<file path="src/sv/dpws_pkg.sv">
`default_nettype none

package dpws_pkg;

   // Sequence phases, in the order a weld walks through them
   typedef logic [2:0] phase_type;

   localparam phase_type PH_IDLE     = 3'd0;
   localparam phase_type PH_PREDELAY = 3'd1;
   localparam phase_type PH_PULSE1   = 3'd2;
   localparam phase_type PH_GAP      = 3'd3;
   localparam phase_type PH_PULSE2   = 3'd4;
   localparam phase_type PH_HOLDOFF  = 3'd5;

   // CSR indexes
   typedef logic [2:0] csr_index_type;

   localparam csr_index_type CSR_PRE_DELAY    = 3'd0;
   localparam csr_index_type CSR_FIRST_PULSE  = 3'd1;
   localparam csr_index_type CSR_GAP          = 3'd2;
   localparam csr_index_type CSR_SECOND_PULSE = 3'd3;
   localparam csr_index_type CSR_HOLDOFF      = 3'd4;
   localparam csr_index_type CSR_FIRST_LIMIT  = 3'd5;
   localparam csr_index_type CSR_SECOND_LIMIT = 3'd6;

   localparam int CSR_DATA_W = 10;
   localparam int TEMP_W     = 9;

   // CSR reset values
   localparam logic [9:0] RST_PRE_DELAY    = 10'd10;
   localparam logic [8:0] RST_FIRST_PULSE  = 9'd150;
   localparam logic [8:0] RST_GAP          = 9'd80;
   localparam logic [8:0] RST_SECOND_PULSE = 9'd100;
   localparam logic [9:0] RST_HOLDOFF      = 10'd500;
   localparam logic signed [8:0] RST_FIRST_LIMIT  = 9'sd45;
   localparam logic signed [8:0] RST_SECOND_LIMIT = 9'sd40;

   // Input word, lowest field last
   typedef struct packed {
      logic [3:0]               pad;
      logic signed [TEMP_W-1:0] second_sensor_temp;
      logic signed [TEMP_W-1:0] first_sensor_temp;
      logic                     armed;
      logic                     trigger;
   } req_word_type;

   // Result word, lowest field last
   typedef struct packed {
      logic [1:0] pad;
      phase_type  phase;
      logic       overheated;
      logic       busy_res;
      logic       weld_drive;
   } rsp_word_type;

endpackage

`default_nettype wire

</file>
<file path="src/sv/double_pulse_weld_sequencer_top.sv">
`default_nettype none

// Double-pulse spot weld sequencer. Each accepted req word is one 1 ms tick
// carrying trigger, armed and two signed temperatures; each tick yields exactly
// one rsp word with weld_drive, busy, overheated and the phase after the tick.
// An armed trigger on an idle, cool tick starts pre-delay, pulse 1, gap,
// pulse 2 and hold-off; zero-length phases are skipped and the trigger tick is
// the first tick of the first non-empty phase. While a weld runs, triggers and
// temperatures are ignored. Rate: one word per clock cycle, sustained; the
// phase register and tick counter update on accept and the result lands in
// an output register, so req_tready stays high unless that register holds a
// word the consumer has not taken. A rsp word is valid the cycle after accept.
// CSRs are written through csr_wen/csr_index/csr_wdata and should only change
// while the block is idle; lengths are read live by a running sequence.
module double_pulse_weld_sequencer_top #(
   parameter int TIMER_BITS = 10
) (
   input  wire logic        clock,
   input  wire logic        reset,

   input  wire logic        req_tvalid,
   output logic             req_tready,
   // [0] trigger, [1] armed, [10:2] first_sensor_temp, [19:11] second_sensor_temp,
   // [23:20] zero
   input  wire logic [23:0] req_tdata,

   output logic             rsp_tvalid,
   input  wire logic        rsp_tready,
   // [0] weld_drive, [1] busy_res, [2] overheated, [5:3] phase, [7:6] zero
   output logic [7:0]       rsp_tdata,

   input  wire logic        csr_wen,
   input  wire dpws_pkg::csr_index_type csr_index,
   input  wire logic [dpws_pkg::CSR_DATA_W-1:0] csr_wdata
);

   import dpws_pkg::*;

   localparam int LEN_W = (TIMER_BITS > CSR_DATA_W) ? TIMER_BITS : CSR_DATA_W;
   localparam logic [TIMER_BITS-1:0] CNT_MAX = {TIMER_BITS{1'b1}};

   // CSRs
   logic [9:0]               pre_delay_ff;
   logic [8:0]               first_pulse_ff;
   logic [8:0]               gap_ff;
   logic [8:0]               second_pulse_ff;
   logic [9:0]               holdoff_ff;
   logic signed [TEMP_W-1:0] first_limit_ff;
   logic signed [TEMP_W-1:0] second_limit_ff;

   // Sequencer state
   phase_type               phase_ff, phase_in;
   logic [TIMER_BITS-1:0]   count_ff, count_in;

   // Output register
   logic                    rsp_valid_ff;
   rsp_word_type            rsp_data_ff, rsp_data_in;

   req_word_type            req_word;
   logic                    req_fire;
   logic                    hot;
   logic [TIMER_BITS-1:0]   len [1:5];
   logic [5:1]              nonzero;
   logic [TIMER_BITS-1:0]   cur_len;

   // Clamp a phase length to what the counter can reach
   function automatic logic [TIMER_BITS-1:0] clamp_len(input logic [CSR_DATA_W-1:0] raw);
      logic [LEN_W-1:0] ext;
      ext = LEN_W'(raw);
      if (ext > LEN_W'(CNT_MAX)) begin
         return CNT_MAX;
      end
      return TIMER_BITS'(ext);
   endfunction

   // First non-empty phase after p, or idle
   function automatic phase_type next_phase(input phase_type p, input logic [5:1] nz);
      phase_type q;
      logic      found;
      q     = PH_IDLE;
      found = 1'b0;
      for (int i = 1; i <= 5; i++) begin
         if (!found && (3'(i) > p) && nz[i]) begin
            q     = 3'(i);
            found = 1'b1;
         end
      end
      return q;
   endfunction

   assign req_word   = req_word_type'(req_tdata);
   assign req_tready = !rsp_valid_ff || rsp_tready;
   assign req_fire   = req_tvalid && req_tready;
   assign rsp_tvalid = rsp_valid_ff;
   assign rsp_tdata  = rsp_data_ff;

   assign len[1] = clamp_len(pre_delay_ff);
   assign len[2] = clamp_len({1'b0, first_pulse_ff});
   assign len[3] = clamp_len({1'b0, gap_ff});
   assign len[4] = clamp_len({1'b0, second_pulse_ff});
   assign len[5] = clamp_len(holdoff_ff);

   always_comb begin
      for (int i = 1; i <= 5; i++) begin
         nonzero[i] = (len[i] != '0);
      end
   end

   always_comb begin
      case (phase_ff)
         PH_PREDELAY: cur_len = len[1];
         PH_PULSE1:   cur_len = len[2];
         PH_GAP:      cur_len = len[3];
         PH_PULSE2:   cur_len = len[4];
         PH_HOLDOFF:  cur_len = len[5];
         default:     cur_len = '0;
      endcase
   end

   // Tick update: idle ticks check temperature and trigger, running ticks count and move on to the next phase
   always_comb begin
      hot      = 1'b0;
      phase_in = phase_ff;
      count_in = count_ff;
      if (phase_ff == PH_IDLE || phase_ff > PH_HOLDOFF) begin
         hot = (req_word.first_sensor_temp > first_limit_ff)
            || (req_word.second_sensor_temp > second_limit_ff);
         phase_in = PH_IDLE;
         count_in = '0;
         if (!hot && req_word.armed && req_word.trigger) begin
            phase_in = next_phase(PH_IDLE, nonzero);
            count_in = (phase_in != PH_IDLE) ? TIMER_BITS'(1) : '0;
         end
      end else if (count_ff < cur_len) begin
         count_in = count_ff + TIMER_BITS'(1);
      end else begin
         // phase done, move on; a shortened length also lands here
         phase_in = next_phase(phase_ff, nonzero);
         count_in = (phase_in != PH_IDLE) ? TIMER_BITS'(1) : '0;
      end
   end

   always_comb begin
      rsp_data_in            = '0;
      rsp_data_in.weld_drive = (phase_in == PH_PULSE1) || (phase_in == PH_PULSE2);
      rsp_data_in.busy_res   = (phase_in != PH_IDLE);
      rsp_data_in.overheated = hot;
      rsp_data_in.phase      = phase_in;
   end

   always_ff @(posedge clock) begin
      if (reset) begin
         phase_ff     <= PH_IDLE;
         count_ff     <= '0;
         rsp_valid_ff <= 1'b0;
      end else begin
         if (req_fire) begin
            phase_ff     <= phase_in;
            count_ff     <= count_in;
            rsp_valid_ff <= 1'b1;
         end else if (rsp_tready) begin
            rsp_valid_ff <= 1'b0;
         end
      end
   end

   always_ff @(posedge clock) begin
      if (req_fire) begin
         rsp_data_ff <= rsp_data_in;
      end
   end

   // CSR writes; indexes past the list are dropped
   always_ff @(posedge clock) begin
      if (reset) begin
         pre_delay_ff    <= RST_PRE_DELAY;
         first_pulse_ff  <= RST_FIRST_PULSE;
         gap_ff          <= RST_GAP;
         second_pulse_ff <= RST_SECOND_PULSE;
         holdoff_ff      <= RST_HOLDOFF;
         first_limit_ff  <= RST_FIRST_LIMIT;
         second_limit_ff <= RST_SECOND_LIMIT;
      end else if (csr_wen) begin
         case (csr_index)
            CSR_PRE_DELAY:    pre_delay_ff    <= csr_wdata;
            CSR_FIRST_PULSE:  first_pulse_ff  <= csr_wdata[8:0];
            CSR_GAP:          gap_ff          <= csr_wdata[8:0];
            CSR_SECOND_PULSE: second_pulse_ff <= csr_wdata[8:0];
            CSR_HOLDOFF:      holdoff_ff      <= csr_wdata;
            CSR_FIRST_LIMIT:  first_limit_ff  <= csr_wdata[TEMP_W-1:0];
            CSR_SECOND_LIMIT: second_limit_ff <= csr_wdata[TEMP_W-1:0];
            default: ;
         endcase
      end
   end

`ifndef NO_ASSERTIONS
   // Counter is zero exactly when idle
   a_count_idle: assert property (@(posedge clock) disable iff (reset)
      (phase_ff == PH_IDLE) == (count_ff == '0))
      else $error("tick counter out of step with phase");

   // Phase code never leaves the legal set
   a_phase_legal: assert property (@(posedge clock) disable iff (reset)
      phase_ff <= PH_HOLDOFF)
      else $error("phase code out of range");

   // Overheat is only reported on a tick that stays idle
   a_hot_idle: assert property (@(posedge clock) disable iff (reset)
      (req_fire && hot) |=> (phase_ff == PH_IDLE) && !rsp_data_ff.busy_res)
      else $error("weld started while overheated");

   // Drive only during a pulse of a running sequence
   a_drive_busy: assert property (@(posedge clock) disable iff (reset)
      rsp_valid_ff && rsp_data_ff.weld_drive |->
         rsp_data_ff.busy_res && !rsp_data_ff.overheated)
      else $error("weld drive outside a pulse");
`endif

endmodule

`default_nettype wire
</file>
<file path="config.mk">
export PLATFORM = sky130hd
export DESIGN_NAME = double_pulse_weld_sequencer_top
export DESIGN_NICKNAME = d
export VERILOG_FILES = /design/src/sv/dpws_pkg.sv /design/src/sv/double_pulse_weld_sequencer_top.sv
export SDC_FILE = /design/constraint.sdc
export NUM_CORES = 1
export LEC_CHECK = 0
export ABC_AREA = 1
export BUFFER_PORTS_ARGS = -buffer_cell sky130_fd_sc_hd__buf_2
export CAP_MARGIN = 20
export CORE_MARGIN = 3
export CORE_UTILIZATION = 40
export CTS_BUF_LIST = sky130_fd_sc_hd__clkbuf_8
export CTS_CLUSTER_SIZE = 16
export DETAILED_ROUTE_END_ITERATION = 10
export PLACE_DENSITY = 0.65
export SLEW_MARGIN = 15
export SYNTH_ARGS = -nofsm -noshare
export SYNTH_HDL_FRONTEND = slang
export SYNTH_SLANG_ARGS = --single-unit
</file>
<file path="constraint.sdc">
create_clock -name clock -period 8.2 [get_ports clock]
set_input_delay 0.82 -clock clock [delete_from_list [all_inputs] [get_ports clock]]
set_output_delay 0.82 -clock clock [all_outputs]
set_load 0.03 [all_outputs]
</file>
======== Word-level counts from Yosys, hierarchy flattened ========
Index checks and enable logic that the tools add are counted.
storage, ports and cells
  flip-flop bits (word level) ............. 85
  bits of input ports ..................... 42
  output and inout port bits .............. 10
  logic and storage cells ................. 142
operators by class
  add/sub/neg operators ................... 1
  $lt $le $gt $ge ......................... 11
  eq/ne operators ......................... 13
  muxes and demuxes ....................... 55
  reductions and logical operators ........ 48
operator list
  kind                                                                            count
  10-bit two-way mux                                                              6
  10-bit one-hot mux with 5 select lines                                          1
  10-bit nonzero test                                                             5
  3-bit two-way mux                                                               15
  1-bit two-way mux                                                               33
  10-bit greater-than comparator, second input constant                           2
  3-bit == test, second input constant                                            6
  9-bit greater-than comparator                                                   2
  1-bit logical AND                                                               16
  3-bit by 2-bit == test with 1-bit output, second input constant                 5
  2-bit AND reduction                                                             7
  10-bit by 1-bit adder with 10-bit output, second input constant                 1
  1-bit zero test                                                                 10
  10-bit less-than comparator                                                     1
  3-bit nonzero test                                                              3
  3-bit by 1-bit == test with 1-bit output, second input constant                 2
  2-bit by 3-bit greater-than comparator with 1-bit output, first input constant  2
  3-bit greater-than comparator, first input constant                             2
  3-bit zero test                                                                 2
  1-bit logical OR                                                                4
  1-bit by 3-bit greater-than comparator with 1-bit output, first input constant  1
  3-bit greater-than comparator, second input constant                            1
  2-bit nonzero test                                                              1

======== Depth between registers and ports, before layout ========
Gate-level depths: netlist (run 1).
  depth in word-level cells ............... 36
  gate-level depth with buffers ........... 18
  depth with buffers taken out ............ 18

======== Worst setup path before layout (run 1) ========
Ideal clock, no wire load.
  path kind ............................... reg2reg
  from .................................... reg phase_ff[1]
  to ...................................... reg rsp_data_ff (netlist bit rsp_tdata[1]) (data pin)
  library setup time ...................... 0.254 ns
  arrival time ............................ 2.383 ns
  path slack .............................. 5.563 ns
  stages on the path, launching flop included .. 16
  path buffers ............................ 0
  path through ............................ dfxtp_1 inv_2 nor3_1 inv_1 o22ai_1 a311oi_1 ha_1 nand2_1 o21ai_0 a21oi_4 nand2_4 nand2_1 nand3_2 nand2_2 nor2_1 nand2_1
RTL lines
  what                    RTL line                                source
  from (decl)             double_pulse_weld_sequencer_top.sv:52   phase_type phase_ff, phase_in;
  from (signal assigned)  double_pulse_weld_sequencer_top.sv:158  phase_ff <= phase_in;
  to (signal assigned)    double_pulse_weld_sequencer_top.sv:169  rsp_data_ff <= rsp_data_in;
  to (decl)               double_pulse_weld_sequencer_top.sv:57   rsp_word_type rsp_data_ff, rsp_data_in;

==> results.toml, run 1 <==
[outcome]
outcome = "finished clean"

[timing]
worst_pin_slew_ns = 0.8272
drv_slew = 0
hold_viol_final = 0
fin_setup_tns_ns = 0
post-route-min-period_ns = 3.569
slew_headroom_pct = 44.43
rsz0062_at_grt = "false"
setup_viol = 0
max_freq_mhz = 280.2
finalClockSkew_ns = 0.01727
period_share_pct = 43.53

[detailed_routing]
drc_errors = 0
first_pass_iters = 5
wl_per_cell_um = 14.78
vias = 4386
ant_nets = 0
drt_iter0_markers = 404
viasPerCell = 5.272
wirelength_um = 12300

[clock_network]
path_clk_slew_ns = 0.09
cts_setup_buffers = 0
cts-root-buf = "clkbuf_8"
cts_resized = 0
cts.sinks = 85
cts_made_buffers = 9
h-tree-depth = 3
ctsHoldBuffers = 0
clk_latency_ns = 0.37
clock_path_buffers = 2
cts_tree = "yes"

[floorplan]
dieArea_um2 = 12920
initial_core_util_pct = 41.86
die_h_um = 113.7
rows = 38
core_area_um2 = 11080
die_x_um = 113.7
pin_count = 52

[global_routing]
grt_antenna_before_repair = 0
grt_pass1_wl_um = 20080
grt.overflow.total = 0
track_usage_pct = 19.45
grt_pass1_vias = 4171
grt_max_degree = 66

[worst_setup_path]
end_kind = "register"
critPathLaunchType = "register"
required_ns = 8.33
crit_fanout = 12
cp.arrival_ns = 3.70
critPathKind = "reg -> reg"

[cells_and_area]
mostFrequentLayoutCells = "nand2_1 (107), inv_1 (101), dfxtp_1 (79), nor2_1 (73), a21oi_1 (55)"
fin_util_pct = 46.42
area_growth_pct = 10.90
drive_above_1_share_pct = 12.28
final_common_cell = "nand2_1"
diodes = 0
nets = 757

[yosys]
async_reset_ff_share_pct = 0
synthCells = 647
synthTopCellsByArea = "dfxtp_1 (34%), nand2_1 (8.7%), inv_1 (8.1%)"
synth_edf_count = 6
synth_top_cell_by_area = "dfxtp_1"
ys_warn_count = 0
netlist.area_leader.share_pct = 34.11
syn_avg_cell_area_um2 = 7.167
ys_ff_latch = 85
yosysSeqAreaShare_pct = 37.99
synth_ff_type = "dfxtp_1"
netlist_area_um2 = 4637
ys_types = 37

[power]
peakVddDrop_mv = 0.06829
p_per_area_nw_per_um2 = 176.3
p_total_mw = 0.9067
leakage_nw = 2.345

[worst_hold_path]
worstHoldPathType = "reg -> reg"

[place]
dp_hpwl_um = 9022
port_buffers = 45
gp_congestion = 0.9193

[job]
drv_cap = 0
## power breakdown
part | total, mW | internal (mW) | leakage (nW) | switching (mW)
clock network | 0.283 | 0.120 | 0.0950 | 0.163
registers | 0.450 | 0.439 | 0.703 | 0.0118
logic | 0.173 | 0.0554 | 1.55 | 0.118
## stage by stage
| step | area [um2] | setup WS (ns) | hold slack, ns | std cells |
|---|---|---|---|---|
| floorplan | 4641 | 5.563 | 0.4329 | 648 |
| global placement | 4961 | 4.882 | 0.4463 | 816 |
| detailed placement | 4961 | 4.787 | 0.4530 | 816 |
| CTS | 5142 | 4.756 | 0.4662 | 832 |
| global route | 5142 | 4.478 | 0.4911 | 832 |
| finish | 5142 | 4.631 | 0.4652 | 832 |
## cell type report
class                      instances  area [um2]
fill                            1149        5936
multi-input combinational        438        2386
sequential                        85        1762
inverter                         106       397.9
timing repair buffer              47       240.2
tap                              140       175.2
clock buffer                      10       137.6
clock inverter                     6       43.79
## final timing paths
path | start | endpoint | slack (ns) | cells past startpoint
max | phase_ff[0]$_SDFFE_PP0P_ | rsp_tdata[1]$_DFFE_PP_ | 4.63 | 14
min | second_limit_ff[7]$_SDFFE_PP0P_ | second_limit_ff[7]$_SDFFE_PP0P_ | 0.47 | 2
max reg2reg | phase_ff[0]$_SDFFE_PP0P_ | rsp_tdata[1]$_DFFE_PP_ | 4.63 | 14
min reg2reg | second_limit_ff[7]$_SDFFE_PP0P_ | second_limit_ff[7]$_SDFFE_PP0P_ | 0.47 | 2
## per-layer routing
| layer | track usage [%] | vias up | wire length [um] |
|---|---|---|---|
| met1 | 25.09 | 2021 | 5574 |
| met5 | 0 | - | 0 |
| met4 | 7.532 | 0 | 252 |
| met3 | 2.759 | 22 | 555 |
| met2 | 32.90 | 128 | 5913 |
| li1 | - | 2215 | - |
## synthesized netlist by cell type (7+ instances only)
library cell	n
a21oi_1	55
inv_1	100
ha_1	28
o211ai_1	17
nor2_1	73
o21ai_0	50
nand3_1	35
clkbuf_1	13
nand4_1	9
xor2_1	7
o22ai_1	15
dfxtp_1	79
nand2_1	107
## flip-flops by register name, indices dropped and copies added (netlist names)
register,cells
gap_ff,9
phase_ff,3
count_ff,10
pre_delay_ff,10
first_limit_ff,9
second_limit_ff,9
rsp_tdata,6
rsp_tvalid,1
first_pulse_ff,9
holdoff_ff,10
second_pulse_ff,9
## cell families (layout without fill, tap and decap cells)
| family | Yosys count | count (layout) | synth area share (%) |
|---|---|---|---|
| and+or+nand+nor | 247 | 247 | 23.37 |
| other | 1 | 2 | 0.08087 |
| buffers and inverters | 125 | 169 | 10.63 |
| AOI/OAI and AO/OA | 154 | 154 | 19.05 |
| adders and majority gates | 28 | 28 | 7.555 |
| DFF | 85 | 85 | 37.99 |
| xor gates and xnor gates | 7 | 7 | 1.322 |
## critical path, stage by stage, from the launching register on
cell	delay (ns)
dfxtp_1	0.61
inv_1	0.20
nor3_1	0.72
inv_1	0.18
o22ai_1	0.16
a311oi_1	0.09
ha_1	0.33
a21oi_1	0.16
o21ai_0	0.16
a21oi_4	0.25
nand3_1	0.14
nand3_2	0.10
nand2_1	0.09
nor2_1	0.09
nand2_1	0.05
(Power assumes the default switching activity.)
==> inputs of run 2 (changes only) <==
--- a/config.mk
+++ b/config.mk
@@ -13,7 +13,7 @@
 export CTS_BUF_LIST = sky130_fd_sc_hd__clkbuf_8
 export CTS_CLUSTER_SIZE = 16
 export DETAILED_ROUTE_END_ITERATION = 10
-export PLACE_DENSITY = 0.65
+export PLACE_DENSITY = 0.67
 export SLEW_MARGIN = 15
 export SYNTH_ARGS = -nofsm -noshare
 export SYNTH_HDL_FRONTEND = slang
==> constraint.sdc (replaced) <==
create_clock -name clock -period 3 [get_ports clock]
set_input_delay 0.3 -clock clock [delete_from_list [all_inputs] [get_ports clock]]
set_output_delay 0.3 -clock clock [all_outputs]
set_load 0.03 [all_outputs]
==> run 2 against run 1 <==
Effect of this change: hold slack worse by 0.23 ns; flip-flop and latch count unchanged; critical path depth unchanged; critical endpoint unchanged.
==> results.toml, run 2 (synthesis results as in run 1) <==
[detailed_routing]
wirelength_um = 12030
ant_nets = 0
wl_per_cell_um = 14.39
viasPerCell = 5.215
drt_iter0_markers = 341
drc_errors = 0
vias = 4360
first_pass_iters = 5
met1_length_um = 5451
met2WireLength_um = 5601
dr.max_layer_used = "met4"
dr_wl_met3_um = 640

[timing]
fin_setup_tns_ns = 0
finalClockSkew_ns = 0.01404
drv_slew = 0
post-route-min-period_ns = 2.829
fin_ws_ns = 0.1707
max_freq_mhz = 353.4
period_share_pct = 94.31
slew_headroom_pct = 46.29
worst_pin_slew_ns = 0.8027
setup_viol = 0
hold_viol_final = 0
whs_ns = 0.2325

[worst_setup_path]
cp.arrival_ns = 2.95
end_kind = "register"
worstSetupStartpoint = "phase_ff[1]$_SDFFE_PP0P_"
critPathKind = "reg -> reg"
required_ns = 3.12
regToRegSetupSlack_ns = 0.17
critPathLaunchType = "register"
rr_startpoint = "phase_ff[1]$_SDFFE_PP0P_"
crit_fanout = 6

[power]
leakage_nw = 2.400
p_per_area_nw_per_um2 = 517.2
peakVddDrop_mv = 0.3389

[job]
drv_cap = 0

[cells_and_area]
diodes = 0
drive_above_1_share_pct = 13.51
top_regs = "count_ff: 10 flops, holdoff_ff: 10 flops, pre_delay_ff: 10 flops"
nets = 761
area_growth_pct = 13.73
mostFrequentLayoutCells = "nand2_1 (107), inv_1 (101), dfxtp_1 (78), nor2_1 (73), a21oi_1 (55)"
final_common_cell = "nand2_1"
fin_cells = 836
fin_area_um2 = 5274

[floorplan]
dieArea_um2 = 12920
core_area_um2 = 11080
die_h_um = 113.7
die_x_um = 113.7
rows = 38
initial_core_util_pct = 41.86
pin_count = 52

[place]
port_buffers = 45
gp_congestion = 0.9206
dp_cells = 819
dpl_cell_area_um2 = 4984
dp_hpwl_um = 8893
preCtsSetupSlack_ns = 0.03341

[global_routing]
grt.overflow.total = 0
grt_pass1_wl_um = 19940
grt_antenna_before_repair = 0
grt_pass1_vias = 4169
grt_max_degree = 66
track_usage_pct = 19.40

[clock_network]
cts-root-buf = "clkbuf_8"
clock_path_buffers = 2
h-tree-depth = 3
ctsHoldBuffers = 0
cts_tree = "yes"
cts.sinks = 85
clk_latency_ns = 0.37
cts_made_buffers = 9
path_clk_slew_ns = 0.08

[worst_hold_path]
min-delay-start = "rsp_tready"
worstHoldPathType = "in -> reg"

[outcome]
outcome = "finished clean"
[run 2: area by class of cell]
class                   instances  area, um2
repair buffers                 51      282.8
flip-flops and latches         85       1763
clock inverters                 6      110.1
fillers                      1110       5804
clock buffers                  10      137.6
well taps                     140      175.2
multi-input cells             438       2407
inverters                     106      397.9
[run 2: critical path: stages (launching register included)]
cell and delay [ns]:
dfxtp_1 0.36, buf_4 0.16, nor2_4 0.06, nand2_1 0.21, o22ai_1 0.14, a211oi_1 0.36
ha_1 0.32, a21oi_1 0.14, o21ai_0 0.14, a21oi_4 0.24, nand3_1 0.13, nand3_2 0.10
nand2_1 0.08, nor2_1 0.09, nand2_1 0.05
[run 2: repair_timing]
item                       in CTS  in global routing
gates resized for setup         1                  4
setup buffers                   0                  1
pin swaps                       0                  1
setup endpoints to repair       3                 17
[run 2: power breakdown]
part           switching [mW]  total, mW  internal, mW
Combinational           0.332      0.496         0.164
Sequential             0.0253       1.22          1.20
Clock                   0.432       1.01         0.576
Total                   0.789       2.73          1.94
[run 2: path summary, 6_finish.rpt]
path	to	cells after the start
min	rsp_tvalid$_SDFFE_PP0P_	4
max reg2reg	rsp_tdata[1]$_DFFE_PP_	14
max	rsp_tdata[1]$_DFFE_PP_	14
min reg2reg	second_limit_ff[1]$_SDFFE_PP0P_	2
[run 2: layer usage]
metal	vias to the layer above	global-route usage (%)
met5	-	0
met1	1986	26.07
met4	0	8.894
met2	133	31.10
met3	27	2.440
li1	2214	-
[run 2: metrics by stage]
step / power [mW] / util (%)
floorplan: 1.589 / -
global placement: 1.716 / 44.99
detailed placement: 1.730 / 44.99
CTS: 2.722 / 47.27
global route: 2.854 / 47.61
finish: 2.728 / 47.61
==> inputs of run 3 (changes only) <==
--- a/config.mk
+++ b/config.mk
@@ -5,15 +5,15 @@
 export SDC_FILE = /design/constraint.sdc
 export NUM_CORES = 1
 export LEC_CHECK = 0
-export ABC_AREA = 1
-export BUFFER_PORTS_ARGS = -buffer_cell sky130_fd_sc_hd__buf_2
+export ABC_AREA = 0
 export CAP_MARGIN = 20
 export CORE_MARGIN = 3
-export CORE_UTILIZATION = 40
+export CORE_UTILIZATION = 35
 export CTS_BUF_LIST = sky130_fd_sc_hd__clkbuf_8
 export CTS_CLUSTER_SIZE = 16
 export DETAILED_ROUTE_END_ITERATION = 10
-export PLACE_DENSITY = 0.67
+export DONT_BUFFER_PORTS = 1
+export PLACE_DENSITY = 0.58
 export SLEW_MARGIN = 15
 export SYNTH_ARGS = -nofsm -noshare
 export SYNTH_HDL_FRONTEND = slang
==> run 3 against run 2 <==
Effect of this change: die area up 17%; final area up 0.85%; clock skew decreased by 0.0060 ns; register-to-register slack got worse by 0.097 ns; highest routed layer unchanged; sequential share of layout area is 0.21 points lower; critical path depth down 3; combinational power decreased by 12%; critical path type unchanged; flip-flop and latch count stayed put; utilization is 7.6 points lower; setup slack lost 0.097 ns; synthesized area increased by 3.1%.
==> results.toml, run 3 <==
[yosys]
synth_top_cell_by_area = "dfxtp_1"
ys_warn_count = 0
syn_avg_cell_area_um2 = 8.255
async_reset_ff_share_pct = 0
synthCells = 579
synthTopCellsByArea = "dfxtp_1 (33%), nand2_1 (11%), ha_1 (7.3%)"
yosysSeqAreaShare_pct = 36.86
netlist.area_leader.share_pct = 33.09
netlist_area_um2 = 4780
synth.most_common_cell = "nand2_1"
synth_ff_type = "dfxtp_1"
synth_edf_count = 6
ys_types = 73
ys_ff_latch = 85
ys_top_cells_by_count = "nand2_1 (142), dfxtp_1 (79), a21oi_1 (58)"

[power]
p_clk_share_pct = 29.4
combinationalPowerShare_pct = 18.4
p_total_mw = 2.374
p_per_area_nw_per_um2 = 446.3
netSwitchingFraction_pct = 29.75
power_frac_seq_pct = 52.1
power.internal_mw = 1.668
peakVddDrop_mv = 0.1961
p_switching_mw = 0.7062
leakage_nw = 1.968

[timing]
fin_setup_tns_ns = 0
max_freq_mhz = 341.8
setup_viol = 0
rsz0062_at_grt = "false"
worst_pin_slew_ns = 1.006
period_share_pct = 97.53
slew_headroom_pct = 32.41
fin_ws_ns = 0.07397
finalClockSkew_ns = 0.008062
drv_slew = 0
hold_viol_final = 0
post-route-min-period_ns = 2.926

[detailed_routing]
drt_iter0_markers = 300
first_pass_iters = 5
vias = 4182
viasPerCell = 5.467
wl_per_cell_um = 17.35
drc_errors = 0
ant_nets = 0
wirelength_um = 13270

[clock_network]
cts_made_buffers = 9
clk_latency_ns = 0.37
cts-root-buf = "clkbuf_8"
h-tree-depth = 3
clock_path_buffers = 2
cts_tree = "yes"
path_clk_slew_ns = 0.09
cts.sinks = 85

[global_routing]
grt_pass1_vias = 4029
track_usage_pct = 18.07
grt_max_degree = 41
grt_pass1_wl_um = 21130
grt.overflow.total = 0
grt_antenna_before_repair = 0

[place]
gp_congestion = 0.8108
dp_hpwl_um = 9224
port_buffers = 0
preCtsSetupSlack_ns = -0.06985

[worst_setup_path]
cp_slowest_stage_delay_ns = 0.37
regToRegSetupSlack_ns = 0.07
critPathKind = "reg -> reg"
cp.arrival_ns = 3.04
end_kind = "register"
r2r_cells = 11
critPathLaunchType = "register"
crit_fanout = 8
path_cells = "nor2b_4 > buf_6 > a221o_1 > nand2_2 > ha_4 > and4_1 > o311a_1 > or3_4 > o21a_4 > nor4b_4 > or3_1"
crit_slowest_cell = "or3_1"
r2r-end = "rsp_tdata[4]$_DFFE_PP_"
rr_startpoint = "phase_ff[1]$_SDFFE_PP0P_"
required_ns = 3.12

[floorplan]
die_h_um = 122.9
dieArea_um2 = 15090
initial_core_util_pct = 35.95
die_x_um = 122.9
pin_count = 52
rows = 42
core_area_um2 = 13300

[cells_and_area]
fin_util_pct = 40.01
diodes = 0
nets = 657
area_growth_pct = 11.28
drive_above_1_share_pct = 12.22
top_regs = "count_ff: 10 flops, holdoff_ff: 10 flops, pre_delay_ff: 10 flops"
nFillCells = 1333
mostFrequentLayoutCells = "nand2_1 (139), dfxtp_1 (77), a21oi_1 (57), inv_1 (29), ha_1 (25)"
final_common_cell = "nand2_1"

[worst_hold_path]
min-delay-start = "reset"
hold_path_end = "holdoff_ff[5]$_SDFFE_PP1P_"
worstHoldPathType = "in -> reg"
whs_path_depth = 1

[outcome]
outcome = "finished clean"

[job]
drv_cap = 0
[run 3: critical path: cells and delay by family, from the launching register on]
kind	cells	cell delay (ns)
adder cells (fa/ha/maj)	1	0.20
AO/OA/AOI/OAI	3	0.72
AND/OR/NAND/NOR	6	1.29
flip-flops	1	0.33
buffers and inverters	1	0.13
[run 3: layout make-up]
cell class,count,area [um2],share of cell area (%)
inverters,31,116.4,2.188
multi-input cells,436,2831,53.23
clock buffers,9,123.9,2.329
clock inverters,4,28.78,0.5410
repair buffers,24,231.5,4.352
flip-flops and latches,85,1767,33.22
well taps,176,220.2,4.140
[run 3: power groups by stage]
stage | Clock [mW] | Sequential, mW | Combinational [mW]
3_3_place_gp | 0 | 1.26 | 0.388
4_1_cts | 0.715 | 1.24 | 0.426
5_1_grt | 0.765 | 1.24 | 0.482
6_report | 0.699 | 1.24 | 0.437
2_1_floorplan | 0 | 1.25 | 0.327
3_5_place_dp | 0 | 1.26 | 0.396
[run 3: logic make-up (layout without fill, tap and decap cells)]
kind of cell | Yosys count | in the layout | synth area share [%]
and+or+nand+nor | 261 | 261 | 27.62
adders and majority gates | 28 | 28 | 7.330
DFF | 85 | 85 | 36.86
other | 1 | 2 | 0.07846
buffers and inverters | 59 | 68 | 5.654
muxes | 15 | 15 | 3.194
AOI/OAI and AO/OA | 130 | 130 | 19.27
[run 3: worst max-delay path by stage]
stage	slack (ns)	end	startpoint
final	0.07	rsp_tdata[4]$_DFFE_PP_	phase_ff[1]$_SDFFE_PP0P_
after global routing	0.007	rsp_tdata[4]$_DFFE_PP_	phase_ff[2]$_SDFFE_PP0P_
after CTS	0.006	rsp_tdata[4]$_DFFE_PP_	phase_ff[1]$_SDFFE_PP0P_
after detailed placement	-0.07	rsp_tdata[4]$_DFFE_PP_	phase_ff[2]$_SDFFE_PP0P_
after global placement	-0.04	rsp_tdata[4]$_DFFE_PP_	phase_ff[2]$_SDFFE_PP0P_
after floorplan	0.005	rsp_tdata[4]$_DFFE_PP_	phase_ff[2]$_SDFFE_PP0P_
[run 3: repair_timing]
item | 4_1_cts | 5_1_grt
hold endpoints to repair | 39 | 0
pin swaps | 5 | 5
resized for setup | 9 | 11
endpoints found under the setup margin | 9 | 16
hold buffers | 2 | 0
gates cloned | 1 | 0
setup buffers | 1 | 1
[run 3: routing by layer]
metal	global-route usage, %	routed length [um]	vias up
met4	3.989	153	0
met5	0	0	-
met1	24.34	6160	1967
li1	-	-	2075
met3	5.115	858	16
met2	28.80	6101	124
[run 3: metrics by stage]
stage                     instance area, um2  hold slack (ns)  instances
after floorplan                         4838           0.4179        580
after global placement                  5029           0.3831        747
after detailed placement                5029           0.3826        747
after CTS                               5261         0.007144        764
after global routing                    5319         0.003250        765
final                                   5319          0.02768        765
